`src/design/dktr_pkg.sv`:
```
package dktr_pkg;

  // Defaults for the top-level parameters.
  localparam int CAPACITY_DEF   = 64;
  localparam int KEY_BITS_DEF   = 32;
  localparam int VALUE_BITS_DEF = 32;

  // Fixed widths of the channel fields.
  localparam int KIND_BITS  = 3;
  localparam int FIELD_BITS = 32;
  localparam int DRAW_BITS  = 16;
  localparam int TOTAL_BITS = 7;

  typedef logic [KIND_BITS-1:0] kind_t;

  localparam kind_t KIND_PUT      = 3'd0;
  localparam kind_t KIND_GET      = 3'd1;
  localparam kind_t KIND_CONTAINS = 3'd2;
  localparam kind_t KIND_REMOVE   = 3'd3;
  localparam kind_t KIND_PICK     = 3'd4;

  typedef enum logic [1:0] {
    ST_OK        = 2'd0,
    ST_NOT_FOUND = 2'd1,
    ST_EMPTY     = 2'd2,
    ST_FULL      = 2'd3
  } status_e;

endpackage

```
`src/design/dktr_req_if.sv`:
```
interface dktr_req_if import dktr_pkg::*; ();
  logic                  valid;
  logic                  ready;
  kind_t                 kind;
  logic [FIELD_BITS-1:0] req_key;
  logic [FIELD_BITS-1:0] req_value;
  logic [DRAW_BITS-1:0]  random_draw;

  modport source (output valid, kind, req_key, req_value, random_draw, input ready);
  modport sink   (input valid, kind, req_key, req_value, random_draw, output ready);
endinterface

```
`src/design/dktr_rsp_if.sv`:
```
interface dktr_rsp_if import dktr_pkg::*; ();
  logic                  valid;
  logic                  ready;
  status_e               status;
  logic                  present;
  logic [FIELD_BITS-1:0] out_key;
  logic [FIELD_BITS-1:0] out_value;
  logic [TOTAL_BITS-1:0] entry_total;

  modport source (output valid, status, present, out_key, out_value, entry_total,
                  input ready);
  modport sink   (input valid, status, present, out_key, out_value, entry_total,
                  output ready);
endinterface

```
`src/design/dktr_ram.sv`:
```
module dktr_ram #(
  parameter int WIDTH = 64,
  parameter int DEPTH = 64
) (
  input  logic                     clk_i,
  input  logic                     we_i,
  input  logic [$clog2(DEPTH)-1:0] waddr_i,
  input  logic [WIDTH-1:0]         wdata_i,
  input  logic [$clog2(DEPTH)-1:0] raddr_i,
  output logic [WIDTH-1:0]         rdata_o
);

  logic [WIDTH-1:0] mem_q [DEPTH];

  always_ff @(posedge clk_i) begin
    if (we_i) begin
      mem_q[waddr_i] <= wdata_i;
    end
    rdata_o <= mem_q[raddr_i];
  end

endmodule

```
`src/design/dktr_mod.sv`:
```
module dktr_mod import dktr_pkg::*; #(
  parameter int CW = 7
) (
  input  logic                 clk_i,
  input  logic                 rst_ni,
  input  logic                 start_i,
  input  logic [DRAW_BITS-1:0] dividend_i,
  input  logic [CW-1:0]        divisor_i,
  output logic                 done_o,
  output logic [CW-1:0]        rem_o
);

  localparam int SW = $clog2(DRAW_BITS);

  logic                 busy_q, busy_d;
  logic                 done_q, done_d;
  logic [SW-1:0]        cnt_q, cnt_d;
  logic [CW-1:0]        rem_q, rem_d;
  logic [CW-1:0]        div_q, div_d;
  logic [DRAW_BITS-1:0] num_q, num_d;
  logic [CW:0]          trial;
  logic [CW:0]          diff;

  // Restoring division, one dividend bit per cycle; only the remainder is kept.
  assign trial = {rem_q, num_q[DRAW_BITS-1]};
  assign diff  = trial - {1'b0, div_q};

  always_comb begin
    busy_d = busy_q;
    done_d = 1'b0;
    cnt_d  = cnt_q;
    rem_d  = rem_q;
    div_d  = div_q;
    num_d  = num_q;
    if (start_i) begin
      busy_d = 1'b1;
      cnt_d  = '0;
      rem_d  = '0;
      div_d  = divisor_i;
      num_d  = dividend_i;
    end else if (busy_q) begin
      if (trial >= {1'b0, div_q}) begin
        rem_d = diff[CW-1:0];
      end else begin
        rem_d = trial[CW-1:0];
      end
      num_d = {num_q[DRAW_BITS-2:0], 1'b0};
      cnt_d = cnt_q + SW'(1);
      if (cnt_q == SW'(DRAW_BITS - 1)) begin
        busy_d = 1'b0;
        done_d = 1'b1;
      end
    end
  end

  always_ff @(posedge clk_i or negedge rst_ni) begin
    if (!rst_ni) begin
      busy_q <= 1'b0;
      done_q <= 1'b0;
      cnt_q  <= '0;
    end else begin
      busy_q <= busy_d;
      done_q <= done_d;
      cnt_q  <= cnt_d;
    end
  end

  always_ff @(posedge clk_i) begin
    rem_q <= rem_d;
    div_q <= div_d;
    num_q <= num_d;
  end

  assign done_o = done_q;
  assign rem_o  = rem_q;

endmodule

```
`src/design/dense_keyed_table_with_random_pick_top.sv`:
```
// Channel | Dir | Modport | Payload
// req_i   | in  | sink    | kind, req_key, req_value, random_draw
// rsp_o   | out | source  | status, present, out_key, out_value, entry_total
//
// One request at a time. Put, get, contains and remove search the keys, reading
// one slot per cycle from the pair RAM; a remove that finds its key then reads the
// last pair and writes it into the freed slot. A random pick runs the remainder
// unit over the 16-bit draw, then one RAM read. Reset clears the pair count and
// the control state; the RAM is never cleared. A stalled response waits in the
// output register, and the next request may be taken and worked on meanwhile.
module dense_keyed_table_with_random_pick_top import dktr_pkg::*; #(
  parameter int CAPACITY   = CAPACITY_DEF,
  parameter int KEY_BITS   = KEY_BITS_DEF,
  parameter int VALUE_BITS = VALUE_BITS_DEF
) (
  input  logic      clk_i,
  input  logic      rst_ni,
  dktr_req_if.sink   req_i,
  dktr_rsp_if.source rsp_o
);

  localparam int AW = $clog2(CAPACITY);
  localparam int CW = $clog2(CAPACITY + 1);
  localparam int EW = KEY_BITS + VALUE_BITS;

  typedef enum logic [6:0] {
    S_IDLE  = 7'b0000001,
    S_SCAN  = 7'b0000010,
    S_RM_RD = 7'b0000100,
    S_RM_WR = 7'b0001000,
    S_MOD   = 7'b0010000,
    S_PICK  = 7'b0100000,
    S_DONE  = 7'b1000000
  } state_e;

  state_e                state_q, state_d;
  logic [CW-1:0]         count_q, count_d;
  logic [CW-1:0]         issue_q, issue_d;
  logic                  pend_q, pend_d;
  logic [AW-1:0]         cmp_q, cmp_d;
  logic [AW-1:0]         slot_q, slot_d;
  kind_t                 kind_q, kind_d;
  logic [KEY_BITS-1:0]   key_q, key_d;
  logic [VALUE_BITS-1:0] value_q, value_d;
  status_e               res_status_q, res_status_d;
  logic                  res_present_q, res_present_d;
  logic [KEY_BITS-1:0]   res_key_q, res_key_d;
  logic [VALUE_BITS-1:0] res_value_q, res_value_d;

  logic                  out_valid_q, out_valid_d;
  status_e               out_status_q, out_status_d;
  logic                  out_present_q, out_present_d;
  logic [FIELD_BITS-1:0] out_key_q, out_key_d;
  logic [FIELD_BITS-1:0] out_value_q, out_value_d;
  logic [TOTAL_BITS-1:0] out_total_q, out_total_d;

  logic                  ram_we;
  logic [AW-1:0]         ram_waddr;
  logic [EW-1:0]         ram_wdata;
  logic [AW-1:0]         ram_raddr;
  logic [EW-1:0]         ram_rdata;
  logic [KEY_BITS-1:0]   rd_key;
  logic [VALUE_BITS-1:0] rd_value;

  logic                  mod_start;
  logic                  mod_done;
  logic [CW-1:0]         mod_rem;

  logic [63:0]           key_wide;
  logic [63:0]           value_wide;
  logic [63:0]           okey_wide;
  logic [63:0]           oval_wide;
  logic [63:0]           total_wide;
  logic [CW-1:0]         last_slot;
  logic                  match;

  assign key_wide   = {32'd0, req_i.req_key};
  assign value_wide = {32'd0, req_i.req_value};
  assign okey_wide  = 64'(res_key_q);
  assign oval_wide  = 64'(res_value_q);
  assign total_wide = 64'(count_q);
  assign last_slot  = count_q - CW'(1);
  assign rd_key     = ram_rdata[EW-1:VALUE_BITS];
  assign rd_value   = ram_rdata[VALUE_BITS-1:0];
  assign match      = (rd_key == key_q);

  assign req_i.ready = (state_q == S_IDLE);

  always_comb begin
    state_d       = state_q;
    count_d       = count_q;
    issue_d       = issue_q;
    pend_d        = pend_q;
    cmp_d         = cmp_q;
    slot_d        = slot_q;
    kind_d        = kind_q;
    key_d         = key_q;
    value_d       = value_q;
    res_status_d  = res_status_q;
    res_present_d = res_present_q;
    res_key_d     = res_key_q;
    res_value_d   = res_value_q;
    out_valid_d   = out_valid_q;
    out_status_d  = out_status_q;
    out_present_d = out_present_q;
    out_key_d     = out_key_q;
    out_value_d   = out_value_q;
    out_total_d   = out_total_q;
    ram_we        = 1'b0;
    ram_waddr     = slot_q;
    ram_wdata     = {key_q, value_q};
    ram_raddr     = issue_q[AW-1:0];
    mod_start     = 1'b0;

    if (out_valid_q && rsp_o.ready) begin
      out_valid_d = 1'b0;
    end

    unique case (state_q)
      S_IDLE: begin
        if (req_i.valid) begin
          kind_d        = req_i.kind;
          key_d         = key_wide[KEY_BITS-1:0];
          value_d       = value_wide[VALUE_BITS-1:0];
          res_status_d  = ST_OK;
          res_present_d = 1'b0;
          res_key_d     = '0;
          res_value_d   = '0;
          issue_d       = '0;
          pend_d        = 1'b0;
          unique case (req_i.kind)
            KIND_PUT, KIND_GET, KIND_CONTAINS, KIND_REMOVE: begin
              state_d = S_SCAN;
            end
            KIND_PICK: begin
              if (count_q == '0) begin
                res_status_d = ST_EMPTY;
                state_d      = S_DONE;
              end else begin
                mod_start = 1'b1;
                state_d   = S_MOD;
              end
            end
            default: begin
              state_d = S_DONE;
            end
          endcase
        end
      end
      S_SCAN: begin
        // Reads are issued one slot ahead of the compare.
        if (pend_q && match) begin
          res_present_d = 1'b1;
          slot_d        = cmp_q;
          state_d       = S_DONE;
          unique case (kind_q)
            KIND_PUT: begin
              ram_we    = 1'b1;
              ram_waddr = cmp_q;
            end
            KIND_GET: begin
              res_value_d = rd_value;
            end
            KIND_REMOVE: begin
              state_d = S_RM_RD;
            end
            default: begin
            end
          endcase
        end else if (issue_q == count_q) begin
          state_d = S_DONE;
          unique case (kind_q)
            KIND_PUT: begin
              if (count_q != CW'(CAPACITY)) begin
                ram_we    = 1'b1;
                ram_waddr = count_q[AW-1:0];
                count_d   = count_q + CW'(1);
              end else begin
                res_status_d = ST_FULL;
              end
            end
            KIND_GET, KIND_REMOVE: begin
              res_status_d = ST_NOT_FOUND;
            end
            default: begin
            end
          endcase
        end else begin
          ram_raddr = issue_q[AW-1:0];
          issue_d   = issue_q + CW'(1);
          pend_d    = 1'b1;
          cmp_d     = issue_q[AW-1:0];
        end
      end
      S_RM_RD: begin
        ram_raddr = last_slot[AW-1:0];
        state_d   = S_RM_WR;
      end
      S_RM_WR: begin
        // The last pair fills the freed slot; a no-op when they coincide.
        ram_we    = 1'b1;
        ram_waddr = slot_q;
        ram_wdata = ram_rdata;
        count_d   = last_slot;
        state_d   = S_DONE;
      end
      S_MOD: begin
        if (mod_done) begin
          ram_raddr = mod_rem[AW-1:0];
          state_d   = S_PICK;
        end
      end
      S_PICK: begin
        res_key_d = rd_key;
        state_d   = S_DONE;
      end
      S_DONE: begin
        if (!out_valid_q || rsp_o.ready) begin
          out_valid_d   = 1'b1;
          out_status_d  = res_status_q;
          out_present_d = res_present_q;
          out_key_d     = okey_wide[FIELD_BITS-1:0];
          out_value_d   = oval_wide[FIELD_BITS-1:0];
          out_total_d   = total_wide[TOTAL_BITS-1:0];
          state_d       = S_IDLE;
        end
      end
      default: begin
        state_d = S_IDLE;
      end
    endcase
  end

  always_ff @(posedge clk_i or negedge rst_ni) begin
    if (!rst_ni) begin
      state_q     <= S_IDLE;
      count_q     <= '0;
      issue_q     <= '0;
      pend_q      <= 1'b0;
      out_valid_q <= 1'b0;
    end else begin
      state_q     <= state_d;
      count_q     <= count_d;
      issue_q     <= issue_d;
      pend_q      <= pend_d;
      out_valid_q <= out_valid_d;
    end
  end

  always_ff @(posedge clk_i) begin
    cmp_q         <= cmp_d;
    slot_q        <= slot_d;
    kind_q        <= kind_d;
    key_q         <= key_d;
    value_q       <= value_d;
    res_status_q  <= res_status_d;
    res_present_q <= res_present_d;
    res_key_q     <= res_key_d;
    res_value_q   <= res_value_d;
    out_status_q  <= out_status_d;
    out_present_q <= out_present_d;
    out_key_q     <= out_key_d;
    out_value_q   <= out_value_d;
    out_total_q   <= out_total_d;
  end

  dktr_ram #(
    .WIDTH (EW),
    .DEPTH (CAPACITY)
  ) u_pair_ram (
    .clk_i   (clk_i),
    .we_i    (ram_we),
    .waddr_i (ram_waddr),
    .wdata_i (ram_wdata),
    .raddr_i (ram_raddr),
    .rdata_o (ram_rdata)
  );

  dktr_mod #(
    .CW (CW)
  ) u_mod (
    .clk_i      (clk_i),
    .rst_ni     (rst_ni),
    .start_i    (mod_start),
    .dividend_i (req_i.random_draw),
    .divisor_i  (count_q),
    .done_o     (mod_done),
    .rem_o      (mod_rem)
  );

  assign rsp_o.valid       = out_valid_q;
  assign rsp_o.status      = out_status_q;
  assign rsp_o.present     = out_present_q;
  assign rsp_o.out_key     = out_key_q;
  assign rsp_o.out_value   = out_value_q;
  assign rsp_o.entry_total = out_total_q;

endmodule
```
`src/flat_wrapper.sv`:
```
// flat-port wrapper written by rule: the top's interface ports become plain ports
module dense_keyed_table_with_random_pick_top_flat import dktr_pkg::*;
#(
  parameter int CAPACITY   = CAPACITY_DEF,
  parameter int KEY_BITS   = KEY_BITS_DEF,
  parameter int VALUE_BITS = VALUE_BITS_DEF
)
  (clk_i, rst_ni, req_i_valid, req_i_kind, req_i_req_key, req_i_req_value, req_i_random_draw, req_i_ready, rsp_o_valid, rsp_o_status, rsp_o_present, rsp_o_out_key, rsp_o_out_value, rsp_o_entry_total, rsp_o_ready);
  dktr_req_if req_i_i ();
  dktr_rsp_if rsp_o_i ();
  input  logic clk_i;
  input  logic rst_ni;
  input wire logic [$bits(req_i_i.valid)-1:0] req_i_valid;
  input wire logic [$bits(req_i_i.kind)-1:0] req_i_kind;
  input wire logic [$bits(req_i_i.req_key)-1:0] req_i_req_key;
  input wire logic [$bits(req_i_i.req_value)-1:0] req_i_req_value;
  input wire logic [$bits(req_i_i.random_draw)-1:0] req_i_random_draw;
  output wire logic [$bits(req_i_i.ready)-1:0] req_i_ready;
  output wire logic [$bits(rsp_o_i.valid)-1:0] rsp_o_valid;
  output wire logic [$bits(rsp_o_i.status)-1:0] rsp_o_status;
  output wire logic [$bits(rsp_o_i.present)-1:0] rsp_o_present;
  output wire logic [$bits(rsp_o_i.out_key)-1:0] rsp_o_out_key;
  output wire logic [$bits(rsp_o_i.out_value)-1:0] rsp_o_out_value;
  output wire logic [$bits(rsp_o_i.entry_total)-1:0] rsp_o_entry_total;
  input wire logic [$bits(rsp_o_i.ready)-1:0] rsp_o_ready;
  assign req_i_i.valid = req_i_valid;
  assign req_i_i.kind = req_i_kind;
  assign req_i_i.req_key = req_i_req_key;
  assign req_i_i.req_value = req_i_req_value;
  assign req_i_i.random_draw = req_i_random_draw;
  assign req_i_ready = req_i_i.ready;
  assign rsp_o_valid = rsp_o_i.valid;
  assign rsp_o_status = rsp_o_i.status;
  assign rsp_o_present = rsp_o_i.present;
  assign rsp_o_out_key = rsp_o_i.out_key;
  assign rsp_o_out_value = rsp_o_i.out_value;
  assign rsp_o_entry_total = rsp_o_i.entry_total;
  assign rsp_o_i.ready = rsp_o_ready;
  dense_keyed_table_with_random_pick_top #(.CAPACITY(CAPACITY), .KEY_BITS(KEY_BITS), .VALUE_BITS(VALUE_BITS)) u_core (.clk_i(clk_i), .rst_ni(rst_ni), .req_i(req_i_i), .rsp_o(rsp_o_i));
endmodule
```
`config.mk`:
```
export PLATFORM = sky130hd
export DESIGN_NAME = dense_keyed_table_with_random_pick_top_flat
export DESIGN_NICKNAME = d
export VERILOG_FILES = /design/src/design/dktr_pkg.sv /design/src/design/dktr_req_if.sv /design/src/design/dktr_rsp_if.sv /design/src/design/dktr_ram.sv /design/src/design/dktr_mod.sv /design/src/design/dense_keyed_table_with_random_pick_top.sv /design/src/flat_wrapper.sv
export SDC_FILE = /design/constraint.sdc
export NUM_CORES = 2
export LEC_CHECK = 0
export BUFFER_PORTS_ARGS = -buffer_cell sky130_fd_sc_hd__buf_2
export CORE_ASPECT_RATIO = 1.1
export CORE_MARGIN = 2
export CORE_UTILIZATION = 45
export CTS_CLUSTER_DIAMETER = 50
export DETAILED_ROUTE_END_ITERATION = 10
export PLACE_DENSITY = 0.69
export REMOVE_ABC_BUFFERS = 1
export SYNTH_ARGS = -nofsm -noshare
export SYNTH_HDL_FRONTEND = slang
export SYNTH_SLANG_ARGS = --single-unit
```
`constraint.sdc`:
```
create_clock -name clk_i -period 6.6 [get_ports clk_i]
set_clock_uncertainty 0.15 [all_clocks]
set_input_delay 1.32 -clock clk_i [delete_from_list [all_inputs] [get_ports clk_i]]
set_output_delay 1.32 -clock clk_i [all_outputs]
set_load 0.005 [all_outputs]
```
# Word-level counts from Yosys, hierarchy flattened
# Memories as Yosys holds them, arrays and structs flattened. A register that Yosys moved wholly into a read port is not among the register bits.
# Cells that the tools add are included.
# op_classes
n_mux	72
add_sub_neg	5
order_cmp	1
eq_ne	30
bitwise_logic	2
reduce_logical	25
# op_table
operator	count
32-bit one-hot mux with 2 select lines	2
7-bit 2-to-1 mux	15
32-bit 2-to-1 mux	3
64-bit 2-to-1 mux	1
6-bit 2-to-1 mux	7
7-bit one-hot mux with 2 select lines	3
7-bit one-hot mux with 6 select lines	1
32-bit equality test	1
16-bit 2-to-1 mux	2
1-bit 2-to-1 mux	24
7-bit by 1-bit adder with 7-bit output (second input constant)	2
2-bit 2-to-1 mux	6
6-bit one-hot mux with 2 select lines	1
4-bit AND reduction	3
2-bit by 1-bit inequality test with 1-bit output (second input constant)	5
2-bit inequality test (second input constant)	5
3-bit by 2-bit equality test with 1-bit output (second input constant)	3
8-bit by 7-bit >= comparator with 1-bit output	1
4-bit 2-to-1 mux	2
2-bit one-hot mux with 2 select lines	2
2-bit AND reduction	4
2-bit nonzero test	4
7-bit by 1-bit equality test with 1-bit output (second input constant)	1
7-bit by 2-bit equality test with 1-bit output (second input constant)	1
other kinds (28)	36
# totals
output_inout_bits	76
mem_bits_rw	4096
wordCells	161
inputBits	87
reg_bits	279
memories	1
# memory_table
name	words	word_bits	read_ports	rd_ports_with_merged_regs	write_ports	line_no	text
u_core.u_pair_ram.mem_q	64	64	1	1	1	dktr_ram.sv:13	logic [WIDTH-1:0] mem_q [DEPTH];

# Logic depth before layout (Yosys ltp)
# depth
depth_word	8
depth_mapped	15
mapped_depth_nobuf	11

# Modules after synthesis
# Synthesis repeated with hierarchy kept, for this count alone.
# hier_totals
hier_cells	7575
hier_area_um2	168552.9
# modules_own_cells
mod	n_inst	cells_per_inst	area_per_inst_um2	seq_area_each_um2
dktr_ram	1	6598	156339.9	124279.2
dense_keyed_table_with_random_pick_top	1	817	10324.9	7183.1
dktr_mod	1	160	1888.1	980.9

# Least setup slack after synthesis
# No wires, ideal clock.
# synth_path
path_kind	register to register
from	register u_core.count_q[3]
to	memory u_core.u_pair_ram.mem_q[16][0], enable pin
path_slack_ns	0.926
required_ns	5.963
stages_incl_launch_ff	10
setup_time_ns	0.487
arrival_ns	5.038
period_less_slack_ns	5.674
path_buffers	1
path_cell_list	dfrtp_1 clkbuf_1 nor4_1 a31oi_1 nand3_1 mux2_2 a311o_1 nor2_1 nand2_1 nor2_1
# synth_via
elab_chain_cells	8
word_cells_on_any_way	14
cone_classes	eq/ne: 2; mux: 12
# synth_rtl
item	line_no	text
start, declared	dense_keyed_table_with_random_pick_top.sv:37	logic [CW-1:0] count_q, count_d;
start signal, assigned	dense_keyed_table_with_random_pick_top.sv:243	count_q <= count_d;
7-bit inequality test	dense_keyed_table_with_random_pick_top.sv:174	if (count_q != CW'(CAPACITY)) begin
1-bit 2-to-1 mux	dense_keyed_table_with_random_pick_top.sv:174	
1-bit 2-to-1 mux	dense_keyed_table_with_random_pick_top.sv:172	unique case (kind_q)
1-bit 2-to-1 mux	dense_keyed_table_with_random_pick_top.sv:170	end else if (issue_q == count_q) begin
1-bit 2-to-1 mux	dense_keyed_table_with_random_pick_top.sv:152	if (pend_q && match) begin
1-bit one-hot mux with 2 select lines	dense_keyed_table_with_random_pick_top.sv:119	unique case (state_q)
1-bit 2-to-1 mux	dktr_ram.sv:16	if (we_i) begin
1-bit 2-to-1 mux (implied by the code)	dktr_ram.sv:17	mem_q[waddr_i] <= wdata_i;
end, declared	dktr_ram.sv:13	
# Several ways; a longest one is shown, not always the timed one.

# Worst setup path after layout
# layout_path
from	register u_core.key_q[31]
to	memory u_core.u_pair_ram.mem_q[58][52], enable pin
# layout_via
elab_chain_cells	6
word_cells_on_any_way	8
cone_classes	eq/ne: 1; mux: 6; reduce/logical: 1
# layout_rtl
item	line_no	text
start, declared	dense_keyed_table_with_random_pick_top.sv:43	logic [KEY_BITS-1:0] key_q, key_d;
start signal, assigned	dense_keyed_table_with_random_pick_top.sv:254	key_q <= key_d;
32-bit equality test *	dense_keyed_table_with_random_pick_top.sv:85	assign match = (rd_key == key_q);
1-bit logical AND *	dense_keyed_table_with_random_pick_top.sv:152	
1-bit 2-to-1 mux	dense_keyed_table_with_random_pick_top.sv:152	
1-bit one-hot mux with 2 select lines	dense_keyed_table_with_random_pick_top.sv:119	
1-bit 2-to-1 mux	dktr_ram.sv:16	
1-bit 2-to-1 mux (implied by the code)	dktr_ram.sv:17	
# Mark *: on every way between the ends. The rest lies on a longest branch, timed or not.

==> out/results.ini <==
[status]
status=finished, final reports clean

[worst_setup_path]
cp-end-kind=flip-flop
arrival_ns=6.06
worstPathMaxFanout=42
crit_required_ns=7.01
startpoint_type=flip-flop
crit_type=flip-flop to flip-flop
r2r_slack_ns=0.95

[floorplanning]
die_w_um=588.3
coreArea_um2=374700
die_area_um2=380500
io-pin-count=163
rows=236
start_util_pct=45.10
die_h_um=646.7

[sta]
setup_tns_ns=0
fin_crit_sh_pct=85.63
fmax_ghz=0.1769
rsz0062_at_grt=no
worst_pin_slew_ns=1.424
hold_viol_final=0
maxSlewViolCount=0
whs_ns=0.2342
finalCriticalPeriod_ns=5.651
max-slew-margin-rel_pct=4.806
finalSetupViolCount=0

[synthesis]
synth_area_leaders=edfxtp_1 77%, mux4_2 5.1%, nand2_1 4.6%, a22oi_1 1.7%, a32oi_1 1.6%
async_flop_share_pct=0.6533
synth_edf_count=4339
yosysWarnings=0
ys_types=83
ys_seq_area_share_pct=78.37
yosysTopAreaCell=edfxtp_1
avgSynthCellArea_um2=16.77
syn_inst=10080
synth_area_um2=169000
ys.flop_type=edfxtp_1
ys_ff_latch=4439
synth_top_area_share_pct=77.10

[route]
vias_per_cell=6.309
post_drt_wl_per_cell_um=32.64
wl_um=516800
dr.pass1.iters=7
drt-initial-drc-count=15990
ant_nets=0
vias=99890
drc=0

[clocking]
h-tree-depth=5
hold_buffers=0
cts_sinks=4439
postCtsSetupBuffers=0
numCtsBuffers=433
cts_buffer_depth=4
cts_root_buf=clkbuf_16
cts_resized=0
clk_pin_slew_ns=0.06
cts_tree=done
worst_skew_pair.late_latency_ns=1.01

[layout]
syn_to_final_growth_pct=13.81
mostFrequentLayoutCell=edfxtp_1
final_cell_mix=4339 x edfxtp_1, 2069 x nand2_1, 531 x a21oi_1
drive_above_1_share_pct=15.86
final_cells=15830
final_nets=10540
final_util_pct=51.33
fillers=29300

[power]
power-per-cell-area_nw_per_um2=341.6
leakage_nw=61.90
power_mw=65.70
irDropWorstVdd_mv=0.2266

[grt]
grt_max_degree=153
grt_pass1_wl_um=720700
overflow=0
grtUsageTotal_pct=26.54
grt_pass1_vias=96040
antenna_found_initial=50

[worst_hold_path]
hold_class=input pin to async pin

[placed_design]
gp_congestion=0.8888
dpl.cell_count=15000
dp_hpwl_um=292900
portBuffers=162

[run]
maxCapViolCount=0

## critical path: stages, from the launching register on
cell and delay [ns]:
edfxtp_1 0.41, xor2_1 0.28, nor4_1 0.68, nand4_1 0.33
nor3_1 0.83, mux2i_1 0.33, o22a_1 0.25, nand3_1 0.66
nor2_4 0.31, buf_4 0.87
## final timing paths
kind | start | to | cells past startpoint
setup / recovery | u_core.key_q[31]$_DFFE_PP_ | u_core.u_pair_ram.mem_q[58][52]$_DFFE_PP_ | 9
hold reg to reg | u_core.res_value_q[24]$_SDFFCE_PN0P_ | u_core.rsp_o.out_value[24]$_DFFE_PP_ | 0
max in group asynchronous | rst_ni | u_core.pend_q$_DFFE_PN0P_ | 1
setup reg to reg | u_core.key_q[31]$_DFFE_PP_ | u_core.u_pair_ram.mem_q[58][52]$_DFFE_PP_ | 9
hold / removal | rst_ni | u_core.u_mod.cnt_q[0]$_DFFE_PN0P_ | 1
min in group clk_i | u_core.res_value_q[24]$_SDFFCE_PN0P_ | u_core.rsp_o.out_value[24]$_DFFE_PP_ | 0
## per-layer routing
metal / up-vias / GRT usage (%) / wire, µm
li1: 40300 / - / -
met3: 1254 / 6.532 / 65100
met4: 34 / 14.15 / 31010
met5: - / 0 / 250
met2: 7331 / 41.42 / 237200
met1: 50970 / 34.43 / 183200
## where the power goes
group / total (mW) / internal [mW] / switching (mW)
Combinational: 7.62 / 2.11 / 5.51
Clock: 25.1 / 14.3 / 10.8
Sequential: 33.0 / 32.7 / 0.260
## layout make-up
class	count	area (µm²)	share of cell area, %
Sequential cell	4439	132400	68.86
Multi-Input combinational cell	5000	34270	17.82
Clock buffer	539	11510	5.982
Tap cell	4998	6254	3.251
Timing Repair Buffer	542	4740	2.464
Clock inverter	272	2974	1.546
Inverter	23	92.59	0.04814
Antenna cell	20	50.05	0.02602
## metrics by stage
stage          instance area (µm²)  worst slack, ns
2_1_floorplan               166100           -76.28
3_3_place_gp                177800            1.138
3_5_place_dp                177800            1.274
4_1_cts                     192300            1.213
5_1_grt                     192300            1.049
6_report                    192300           0.9486
## kinds of logic after synthesis
logic type,count (synthesis),synth area share (%)
compound gates,1451,5.922
xor+xnor,53,0.2747
fa+ha+maj,13,0.1007
buf+inv,641,1.762
flops,4439,78.37
mux,524,5.960
simple gates,2959,7.612
## cells in the mapped netlist, types with 14 or more instances
| library cell | n |
|---|---|
| and4_1 | 53 |
| buf_2 | 265 |
| buf_6 | 15 |
| nand3_1 | 311 |
| mux2_2 | 18 |
| a21oi_1 | 533 |
| and2_1 | 67 |
| buf_4 | 34 |
| o41ai_1 | 14 |
| or3_1 | 19 |
| nor2_1 | 105 |
| a22oi_1 | 385 |
| edfxtp_1 | 4339 |
| buf_1 | 58 |
| mux2i_1 | 122 |
| clkbuf_1 | 246 |
| xor2_1 | 37 |
| dfxtp_1 | 71 |
| xnor2_1 | 16 |
| dfrtp_1 | 28 |
| and3_1 | 77 |
| a32oi_1 | 315 |
| nand2_1 | 2070 |
| o21ai_0 | 21 |
| a32o_1 | 30 |
| nor4_1 | 17 |
| mux4_2 | 384 |
| nand4_1 | 183 |
| inv_1 | 23 |
| a31oi_1 | 80 |
## flip-flops by register name, summed over array words and instances, names as in the netlist, 2 cells and up
name / count
u_core.u_mod.rem_o: 7
u_core.key_q: 32
u_core.res_status_q: 2
u_core.count_q: 7
u_core.state_q: 7
u_core.rsp_o.out_key: 32
u_core.u_mod.div_q: 7
u_core.slot_q: 6
u_core.cmp_q: 6
u_core.u_mod.num_q: 16
u_core.res_key_q: 32
u_core.kind_q: 3
u_core.rsp_o.status: 2
u_core.value_q: 32
u_core.u_pair_ram.mem_q: 4096
u_core.res_value_q: 32
u_core.rsp_o.entry_total: 7
u_core.u_pair_ram.rdata_o: 64
u_core.issue_q: 7
u_core.rsp_o.out_value: 32
u_core.u_mod.cnt_q: 4
Power figures use the tool's default switching activity.
